### src/sv/dfr_pkg.sv
package dfr_pkg;

	// Default store depth and reset values of the delimiter registers.
	localparam int unsigned STORE_BYTES_DEF = 32;
	localparam logic [7:0]  START_CHAR_RST  = 8'd42;
	localparam logic [7:0]  END_CHAR_RST    = 8'd35;

	// Request codes on req_type.
	localparam logic REQ_BYTE = 1'b0;
	localparam logic REQ_READ = 1'b1;

	// Configuration register indexes.
	localparam logic CFG_START_CHAR = 1'b0;
	localparam logic CFG_END_CHAR   = 1'b1;

	// Result kinds.
	typedef enum logic [1:0] {
		KIND_STATUS = 2'd0,
		KIND_FRAME  = 2'd1,
		KIND_NONE   = 2'd2
	} kind_t;

	// Controller states.
	typedef enum logic {
		ST_IDLE,
		ST_READ
	} state_t;

	// Commands from the controller to the datapath.
	typedef struct packed {
		logic byte_step;
		logic none_result;
		logic read_start;
		logic read_beat;
	} dfr_cmd_t;

	// Status from the datapath to the controller.
	typedef struct packed {
		logic frame_ready;
		logic rd_last;
		logic out_free;
	} dfr_status_t;

endpackage

### src/sv/dfr_ctrl.sv
module dfr_ctrl (
	input  logic                clk,
	input  logic                arst_n,
	input  logic                in_valid,
	output logic                in_ready,
	input  logic                req_type,
	input  dfr_pkg::dfr_status_t sts,
	output dfr_pkg::dfr_cmd_t    cmd
);
	import dfr_pkg::*;

	state_t state_q;
	state_t state_d;

	// State register.
	always_ff @(posedge clk or negedge arst_n) begin
		if (!arst_n) begin
			state_q <= ST_IDLE;
		end else begin
			state_q <= state_d;
		end
	end

	// Next state and commands.
	always_comb begin
		state_d  = state_q;
		in_ready = 1'b0;
		cmd      = '0;
		case (state_q)
			ST_IDLE: begin
				in_ready = sts.out_free;
				if (in_valid && sts.out_free) begin
					if (req_type == REQ_BYTE) begin
						cmd.byte_step = 1'b1;
					end else if (sts.frame_ready) begin
						cmd.read_start = 1'b1;
						state_d        = ST_READ;
					end else begin
						cmd.none_result = 1'b1;
					end
				end
			end
			ST_READ: begin
				// One frame byte per beat while the output register is free.
				if (sts.out_free) begin
					cmd.read_beat = 1'b1;
					if (sts.rd_last) begin
						state_d = ST_IDLE;
					end
				end
			end
			default: begin
				state_d = ST_IDLE;
			end
		endcase
	end

endmodule

### src/sv/dfr_datapath.sv
module dfr_datapath #(
	parameter int unsigned STORE_BYTES = dfr_pkg::STORE_BYTES_DEF
) (
	input  logic                 clk,
	input  logic                 arst_n,
	input  logic                 cfg_we,
	input  logic                 cfg_index,
	input  logic [7:0]           cfg_wdata,
	input  logic [7:0]           rx_byte,
	input  dfr_pkg::dfr_cmd_t    cmd,
	output dfr_pkg::dfr_status_t sts,
	output logic                 out_valid,
	input  logic                 out_ready,
	output logic [1:0]           kind,
	output logic [7:0]           frame_data,
	output logic                 last,
	output logic                 ready_flag,
	output logic                 overflow
);
	import dfr_pkg::*;

	localparam int unsigned      IDX_W    = $clog2(STORE_BYTES);
	localparam logic [IDX_W-1:0] FILL_MAX = IDX_W'(STORE_BYTES - 1);

	logic [7:0]       start_char_q;
	logic [7:0]       end_char_q;
	logic [IDX_W-1:0] fill_q;
	logic             in_frame_q;
	logic             frame_ready_q;
	logic [IDX_W-1:0] frame_len_q;
	logic [IDX_W-1:0] rd_idx_q;

	logic             out_valid_q;
	kind_t            kind_q;
	logic             last_q;
	logic             ready_flag_q;
	logic             overflow_q;
	logic [7:0]       rdata_q;

	logic [7:0]       mem [STORE_BYTES];

	logic             mem_we;
	logic [IDX_W-1:0] mem_waddr;
	logic             is_full;
	logic             is_start;
	logic             is_end;
	logic             rd_last;

	// Decode of the received byte.
	assign is_full  = (fill_q == FILL_MAX);
	assign is_start = (rx_byte == start_char_q);
	assign is_end   = (rx_byte == end_char_q);
	assign rd_last  = ((rd_idx_q + IDX_W'(1)) == frame_len_q);

	// Store write: a start byte goes to entry zero, other kept bytes at the fill level.
	always_comb begin
		mem_we    = 1'b0;
		mem_waddr = fill_q;
		if (cmd.byte_step && !frame_ready_q && !is_full) begin
			if (is_start) begin
				mem_we    = 1'b1;
				mem_waddr = '0;
			end else if (is_end || in_frame_q) begin
				mem_we = 1'b1;
			end
		end
	end

	// Frame store, one write and one registered read port.
	always_ff @(posedge clk) begin
		if (mem_we) begin
			mem[mem_waddr] <= rx_byte;
		end
		if (cmd.read_beat) begin
			rdata_q <= mem[rd_idx_q];
		end
	end

	// Delimiter registers.
	always_ff @(posedge clk or negedge arst_n) begin
		if (!arst_n) begin
			start_char_q <= START_CHAR_RST;
			end_char_q   <= END_CHAR_RST;
		end else if (cfg_we) begin
			case (cfg_index)
				CFG_START_CHAR: start_char_q <= cfg_wdata;
				CFG_END_CHAR:   end_char_q   <= cfg_wdata;
				default:        ;
			endcase
		end
	end

	// Frame collection state and read pointer.
	always_ff @(posedge clk or negedge arst_n) begin
		if (!arst_n) begin
			fill_q        <= '0;
			in_frame_q    <= 1'b0;
			frame_ready_q <= 1'b0;
			frame_len_q   <= '0;
			rd_idx_q      <= '0;
		end else begin
			if (cmd.byte_step && !frame_ready_q) begin
				if (is_full) begin
					fill_q     <= '0;
					in_frame_q <= 1'b0;
				end else if (is_start) begin
					fill_q     <= IDX_W'(1);
					in_frame_q <= 1'b1;
				end else if (is_end) begin
					frame_len_q   <= fill_q + IDX_W'(1);
					frame_ready_q <= 1'b1;
					fill_q        <= '0;
					in_frame_q    <= 1'b0;
				end else if (in_frame_q) begin
					fill_q <= fill_q + IDX_W'(1);
				end
			end
			if (cmd.read_start) begin
				rd_idx_q <= '0;
			end else if (cmd.read_beat) begin
				rd_idx_q <= rd_idx_q + IDX_W'(1);
				if (rd_last) begin
					frame_ready_q <= 1'b0;
				end
			end
		end
	end

	// Output register valid.
	always_ff @(posedge clk or negedge arst_n) begin
		if (!arst_n) begin
			out_valid_q <= 1'b0;
		end else if (cmd.byte_step || cmd.none_result || cmd.read_beat) begin
			out_valid_q <= 1'b1;
		end else if (out_ready) begin
			out_valid_q <= 1'b0;
		end
	end

	// Output register payload.
	always_ff @(posedge clk) begin
		if (cmd.byte_step) begin
			kind_q     <= KIND_STATUS;
			last_q     <= 1'b1;
			overflow_q <= !frame_ready_q && is_full;
			ready_flag_q <= frame_ready_q || (!is_full && !is_start && is_end);
		end else if (cmd.none_result) begin
			kind_q       <= KIND_NONE;
			last_q       <= 1'b1;
			overflow_q   <= 1'b0;
			ready_flag_q <= 1'b0;
		end else if (cmd.read_beat) begin
			kind_q       <= KIND_FRAME;
			last_q       <= rd_last;
			overflow_q   <= 1'b0;
			ready_flag_q <= 1'b0;
		end
	end

	assign out_valid  = out_valid_q;
	assign kind       = kind_q;
	assign frame_data = (kind_q == KIND_FRAME) ? rdata_q : 8'd0;
	assign last       = last_q;
	assign ready_flag = ready_flag_q;
	assign overflow   = overflow_q;

	assign sts.frame_ready = frame_ready_q;
	assign sts.rd_last     = rd_last;
	assign sts.out_free    = !out_valid_q || out_ready;

endmodule

### src/sv/delimited_frame_receiver_top.sv
// Delimited frame receiver: collects a frame that opens with start_char and closes with
// end_char (both kept) in an internal frame store, and streams it out on a read request.
// A received byte returns one status beat. A read of a waiting frame returns one beat per
// stored byte, paced by the single read port of the frame store and held while the output
// register is stalled; no input is taken until the last frame byte has been issued. A read
// with no frame waiting returns one beat. The frame store is not cleared at reset, since a
// read only covers entries the current frame has written. A frame holds at most STORE_BYTES-1
// bytes; the byte after that many drops the partial frame and reports overflow.
module delimited_frame_receiver_top #(
	parameter int unsigned STORE_BYTES = dfr_pkg::STORE_BYTES_DEF
) (
	input  logic       clk,
	input  logic       arst_n,
	input  logic       cfg_we,
	input  logic       cfg_index,
	input  logic [7:0] cfg_wdata,
	input  logic       in_valid,
	output logic       in_ready,
	input  logic       req_type,
	input  logic [7:0] rx_byte,
	output logic       out_valid,
	input  logic       out_ready,
	output logic [1:0] kind,
	output logic [7:0] frame_data,
	output logic       last,
	output logic       ready_flag,
	output logic       overflow
);
	import dfr_pkg::*;

	dfr_cmd_t    cmd;
	dfr_status_t sts;

	// Sequencing of request acceptance and frame streaming.
	dfr_ctrl u_ctrl (
		.clk      (clk),
		.arst_n   (arst_n),
		.in_valid (in_valid),
		.in_ready (in_ready),
		.req_type (req_type),
		.sts      (sts),
		.cmd      (cmd)
	);

	// Frame store, collection state and output register.
	dfr_datapath #(
		.STORE_BYTES (STORE_BYTES)
	) u_dp (
		.clk        (clk),
		.arst_n     (arst_n),
		.cfg_we     (cfg_we),
		.cfg_index  (cfg_index),
		.cfg_wdata  (cfg_wdata),
		.rx_byte    (rx_byte),
		.cmd        (cmd),
		.sts        (sts),
		.out_valid  (out_valid),
		.out_ready  (out_ready),
		.kind       (kind),
		.frame_data (frame_data),
		.last       (last),
		.ready_flag (ready_flag),
		.overflow   (overflow)
	);

endmodule

### config.mk
export PLATFORM = sky130hd
export DESIGN_NAME = delimited_frame_receiver_top
export DESIGN_NICKNAME = d
export VERILOG_FILES = /design/src/sv/dfr_pkg.sv /design/src/sv/dfr_ctrl.sv /design/src/sv/dfr_datapath.sv /design/src/sv/delimited_frame_receiver_top.sv
export SDC_FILE = /design/constraint.sdc
export NUM_CORES = 1
export LEC_CHECK = 0
export BUFFER_PORTS_ARGS = -buffer_cell sky130_fd_sc_hd__buf_2
export CAP_MARGIN = 20
export CORE_MARGIN = 1
export CORE_UTILIZATION = 40
export CTS_BUF_LIST = sky130_fd_sc_hd__clkbuf_8
export DETAILED_ROUTE_END_ITERATION = 10
export GPL_ROUTABILITY_DRIVEN = 0
export PLACE_DENSITY = 0.61
export SYNTH_ARGS = -nofsm -noshare
export SYNTH_HDL_FRONTEND = slang
export SYNTH_SLANG_ARGS = --single-unit
export TNS_END_PERCENT = 10
### constraint.sdc
create_clock -name clk -period 2.55 [get_ports clk]
set_input_delay 0 -clock clk [delete_from_list [all_inputs] [get_ports clk]]
set_output_delay 0 -clock clk [all_outputs]
set_load 0.01 [all_outputs]
# After elaboration in Yosys (flattened, before gate mapping)
# Memory sizes are Yosys's and may differ from the RTL's. A register that Yosys moved wholly into a read port is not among the register bits.
# Cells that the tools add are included.
[totals] regBits=40 mem_bits_rw=256 in_bits=23 out_inout_bits=15 wordCells=99 n_memories=1
[memory_table] memory="u_dp.mem" words=32 word_bits=8 read_ports=1 rd_ports_with_merged_regs=1 wr=1 line_no="dfr_datapath.sv:40" text="logic [7:0] mem [STORE_BYTES];"
[op_classes] n_addsub=2 n_eq_ne=5 mux=46 n_bitwise=4 reduce_logical=27
[op_table] op="$mux W5" count=8
[op_table] op="$mux W1" count=31
[op_table] op="$eq A8 B8 Y1" count=2
[op_table] op="$add A5 B1 Y5 const B" count=2
[op_table] op="$mux W8" count=1
[op_table] op="$reduce_and A2 Y1" count=4
[op_table] op="$logic_and A1 B1 Y1" count=6
[op_table] op="$mux W2" count=3
[op_table] op="$mux W3" count=2
[op_table] op="$reduce_bool A2 Y1" count=3
[op_table] op="$reduce_bool A3 Y1" count=2
[op_table] op="$eq A5 B5 Y1" count=1
[op_table] op="$eq A5 B5 Y1 const B" count=1
[op_table] op="$logic_or A1 B1 Y1" count=5
[op_table] op="$logic_not A1 Y1" count=4
[op_table] op="$not A1 Y1" count=4
[op_table] op="$reduce_and A4 Y1" count=1
[op_table] op="$reduce_bool A4 Y1" count=1
[op_table] op="$eq A2 B1 Y1 const B" count=1
[op_table] op="$pmux W1 S2" count=1
[op_table] op="$reduce_or A2 Y1" count=1

# Logic depth before layout (Yosys ltp)
[depth] word_depth=10 mapped_depth=8 depth_no_buf=7

# Modules after synthesis
# Synthesis repeated with hierarchy kept, for this count alone.
[unflattened] hier_cells=688 hier_area_um2=12445.7
[modules_own_cells] module="dfr_datapath" n_inst=1 cells_each=678 area_per_inst_um2=12353.1 seq_area_each_um2=8906.0
[modules_own_cells] module="dfr_ctrl" n_inst=1 cells_each=10 area_per_inst_um2=92.6 seq_area_each_um2=25.0

# Worst setup path before layout
# OpenSTA, ideal clock, no wires.
[synth_path] path_type="register to register" start="reg u_dp.fill_q[3]" end="mem u_dp.mem[28][0], enable pin" arrival_ps=2430 required_ps=2167 slack_ps=-263 path_stages_with_launch=8 path_buffers=2 period_less_slack_ps=2813 cell_sequence="dfrtp_1 -> clkbuf_1 -> and3_1 -> ha_1 -> nand4b_4 -> clkbuf_1 -> o2111ai_2 -> nor3_1"
[synth_via] elab_chain_len=6 word_cells_on_any_way=8
[synth_lines] item="from (decl)" line_no="dfr_datapath.sv:27" text="logic [IDX_W-1:0] fill_q;"
[synth_lines] item="from (signal assigned)" line_no="dfr_datapath.sv:115" text="fill_q <= fill_q + IDX_W'(1);"
[synth_lines] item="$eq A5 B5 Y1" line_no="dfr_datapath.sv:50" text="assign is_full = (fill_q == FILL_MAX);"
[synth_lines] item="$logic_not A1 Y1" line_no="dfr_datapath.sv:59" text="if (cmd.byte_step && !frame_ready_q && !is_full) begin"
[synth_lines] item="$logic_and A1 B1 Y1" line_no="dfr_datapath.sv:59"
[synth_lines] item="$mux W1" line_no="dfr_datapath.sv:59"
[synth_lines] item="$mux W1" line_no="dfr_datapath.sv:71" text="if (mem_we) begin"
[synth_lines] item="$mux W1 (implied by the code)" line_no="dfr_datapath.sv:72" text="mem[mem_waddr] <= rx_byte;"
[synth_lines] item="to (decl)" line_no="dfr_datapath.sv:40"
# Several ways; a longest one is shown, not always the timed one.

# Worst setup path in the final report
[layout_path] start="reg u_dp.start_char_q[1]" end="mem u_dp.mem[20][5], enable pin"
[layout_via] elab_chain_len=5 word_cells_on_any_way=7
[layout_lines] item="from (decl)" line_no="dfr_datapath.sv:25" text="logic [7:0] start_char_q;"
[layout_lines] item="from (signal assigned)" line_no="dfr_datapath.sv:86" text="CFG_START_CHAR: start_char_q <= cfg_wdata;"
[layout_lines] item="$eq A8 B8 Y1 (*)" line_no="dfr_datapath.sv:51" text="assign is_start = (rx_byte == start_char_q);"
[layout_lines] item="$mux W1" line_no="dfr_datapath.sv:60" text="if (is_start) begin"
[layout_lines] item="$mux W1" line_no="dfr_datapath.sv:59"
[layout_lines] item="$mux W1" line_no="dfr_datapath.sv:71"
[layout_lines] item="$mux W1 (implied by the code)" line_no="dfr_datapath.sv:72"
# Mark *: on every way between the ends. The rest lies on a longest branch, timed or not.

==> flow_metrics.py <==
metrics = {
    "die": {
        "io_pins": 38,
        "initial_utilization": 0.408,
        "dieHeight_um": 179,
        "die_x_um": 179,
        "dieArea_um2": 32000,
        "core_um2": 30700,
        "rows": 64,
    },
    "worst_hold_path": {
        "hold_path_class": "in2reg",
    },
    "global_route": {
        "grt_max_degree": 38,
        "antenna_found_initial": 1,
        "grt_overflow": 0,
        "grt_pass1_vias": 7188,
        "grt_usage": 0.180,
        "grt_first_pass_wirelength_um": 42600,
    },
    "synth": {
        "syn_inst": 688,
        "syn_nets": 714,
        "yosysWarnings": 0,
        "synth-seq-area-share": 0.713,
        "synthArstFlopShare": 0.115,
        "syn_area_per_cell_um2": 18.2,
        "synth_edf_count": 266,
        "synth_cell_types": 56,
        "syn_area_um2": 12500,
        "synthFlopType": "edfxtp_1",
        "ys_ff_latch": 304,
    },
    "sta": {
        "setup_tns_ns": 0,
        "setup_ws_ns": 0.0571,
        "drv_slew": 0,
        "tightest_slew_ns": 0.865,
        "finalHoldViolations": 0,
        "fin_skew_ns": 0.0265,
        "slew_headroom": 0.422,
        "rsz0062_at_grt": "yes",
        "clock.fmax_mhz": 401,
        "setup_viol": 0,
        "post-route-period-util": 0.978,
        "final.min_clock_period_ns": 2.49,
    },
    "worst_setup_path": {
        "crit_path_start_kind": "register",
        "crit_arrival_ns": 2.81,
        "r2r_setup_slack_ns": 0.06,
        "path_max_fanout": 8,
        "cp.required_ns": 2.86,
        "cp-end-kind": "register",
        "crit_type": "reg2reg",
    },
    "cts": {
        "htreeDepth": 2,
        "clockBufferDepth": 3,
        "cts_tree": "yes",
        "clk_pin_slew_ns": 0.06,
        "cts_sinks": 304,
        "cts-root-buf": "clkbuf_8",
        "numCtsBuffers": 49,
        "clock_latency_ns": 0.56,
    },
    "final_layout": {
        "num-nets-final": 840,
        "drive_gt1_frac": 0.309,
        "diodes": 0,
        "syn_to_final_growth_pct": 16.8,
    },
    "outcome": {
        "outcome": "completed",
    },
    "placed_design": {
        "dp_slack_ns": -0.0792,
        "port_buffers": 37,
        "dpl.hpwl_um": 18300,
    },
    "route": {
        "first_pass_iters": 7,
        "wirelength_um": 27700,
        "drc_errors": 0,
        "wl_per_cell_um": 22.2,
        "num_vias": 6888,
        "vias_per_cell": 5.51,
        "drtIter0Drc": 512,
        "ant_nets": 0,
    },
    "power_and_ir_drop": {
        "ir_drop_uv": 708,
        "pwr_density_cell_nw_per_um2": 950,
        "power.leakage_nw": 5.07,
    },
    "run": {
        "maxCapViolations": 0,
    },
}
layout by cell type (no fill, tap or decap), types with 6 or more instances in the layout:
cell	netlist	layout
a21boi_0	10	10
and2_1	13	13
buf_2	7	37
buf_4	2	53
clkbuf_8	0	53
clkinv_1	0	10
clkinv_2	0	9
dfrtp_1	29	27
dfstp_2	6	6
dlygate4sd3_1	0	15
edfxtp_1	266	266
inv_1	9	23
mux2_2	24	24
mux2i_1	49	49
mux4_2	37	37
nand2_1	13	13
nor2_1	33	20
nor2_2	0	9
nor2b_1	13	13
nor3_1	10	8
o221ai_1	32	31
o22ai_1	9	9
o31ai_1	10	10
xor2_1	21	21
critical path, stage by stage (launching register included):
cell	delay (ns)
dfstp_2	0.54
xor2_1	0.07
nor4_2	0.47
nand2_2	0.15
buf_4	0.21
o2111ai_1	0.47
nor3_1	0.13
buf_4	0.21
report_power, final:
group	switching [W]	internal, W
clock	0.00187	0.00213
combinational	0.00213	0.00177
sequential	0.000240	0.00576
per-layer routing:
| layer | vias up | wire (um) | global-route usage |
|---|---|---|---|
| met5 | - | 0 | 0 |
| met4 | 0 | 636 | 0.0530 |
| met3 | 49 | 1390 | 0.0274 |
| met2 | 235 | 13500 | 0.294 |
| met1 | 3554 | 12100 | 0.249 |
| li1 | 3050 | - | - |
final timing paths:
check / from / cells past startpoint / to
max: u_dp.start_char_q[1] / 7 / u_dp.mem[20][5]
min: rx_byte[7] / 2 / u_dp.mem[2][7]
max reg2reg: u_dp.start_char_q[1] / 7 / u_dp.mem[20][5]
min reg2reg: u_dp.last / 2 / u_dp.last
max in group asynchronous: arst_n / 2 / u_dp.rd_idx_q[0]
min in group asynchronous: arst_n / 2 / u_dp.end_char_q[2]
per-stage QoR:
step                std cells  hold WS (ns)  total power, W   util  instance area [um^2]
CTS                      1250       0.00371          0.0140  0.475                 14600
finish                   1250        0.0286          0.0139  0.477                 14600
floorplan                 688        -0.296         0.00874      -                 12500
global route             1250        0.0118          0.0145  0.477                 14600
detailed placement       1144         0.124         0.00994  0.439                 13500
global placement         1144         0.113         0.00988  0.439                 13500
sequential cells by signal, indices dropped and copies added, names as in the netlist:
signal              cells
u_ctrl.state_q          1
u_dp.mem              256
u_dp.frame_len_q        5
u_dp.end_char_q         8
u_dp.frame_ready_q      1
u_dp.out_valid          1
u_dp.ready_flag         1
u_dp.rdata_q            8
u_dp.fill_q             5
u_dp.rd_idx_q           5
u_dp.kind               2
u_dp.in_frame_q         1
u_dp.last               1
u_dp.start_char_q       8
u_dp.overflow           1
what timing repair did:
| item | 4_1_cts | 5_1_grt |
|---|---|---|
| setup buffers | 0 | 0 |
| endpoints found under the setup margin | 68 | 97 |
| gates resized for setup | 5 | 14 |
| hold buffers | 15 | 0 |
| pin swaps | 0 | 0 |
| hold endpoints to repair | 67 | 0 |
kinds of logic after synthesis:
| family | Yosys count | share of synthesized area |
|---|---|---|
| adder cells (fa/ha/maj) | 3 | 0.00300 |
| AO/OA/AOI/OAI | 89 | 0.0597 |
| XOR/XNOR | 26 | 0.0182 |
| AND/OR/NAND/NOR | 106 | 0.0474 |
| flip-flops | 304 | 0.713 |
| multiplexers | 117 | 0.137 |
| buffers and inverters | 43 | 0.0214 |
synth_stat cells (4+ instances only):
cell | instances | share of area
o31ai_1 | 10 | 0.0060
a22o_1 | 4 | 0.0028
mux2i_1 | 49 | 0.039
xor2_1 | 21 | 0.015
xnor2_1 | 5 | 0.0035
mux4_2 | 37 | 0.067
mux2_2 | 24 | 0.022
clkbuf_1 | 17 | 0.0051
dfstp_2 | 6 | 0.013
nand2_1 | 13 | 0.0039
mux2_1 | 4 | 0.0036
edfxtp_1 | 266 | 0.64
a21boi_0 | 10 | 0.0060
and2_1 | 13 | 0.0065
o22ai_1 | 9 | 0.0045
dfrtp_1 | 29 | 0.058
o221ai_1 | 32 | 0.022
nor3_1 | 10 | 0.0040
nor2_1 | 33 | 0.0099
nor4_2 | 4 | 0.0040
buf_2 | 7 | 0.0028
buf_6 | 4 | 0.0036
o2111ai_2 | 4 | 0.0048
inv_1 | 9 | 0.0027
nor2b_1 | 13 | 0.0065
final cells by class:
| cell class | instances | area [um^2] |
|---|---|---|
| fill | 2561 | 16000 |
| sequential | 304 | 8940 |
| multi-input combinational | 341 | 3400 |
| timing repair buffer | 109 | 813 |
| clock buffer | 53 | 729 |
| tap | 396 | 495 |
| clock inverter | 38 | 218 |
| inverter | 9 | 33.8 |
Power figures use the tool's default switching activity.
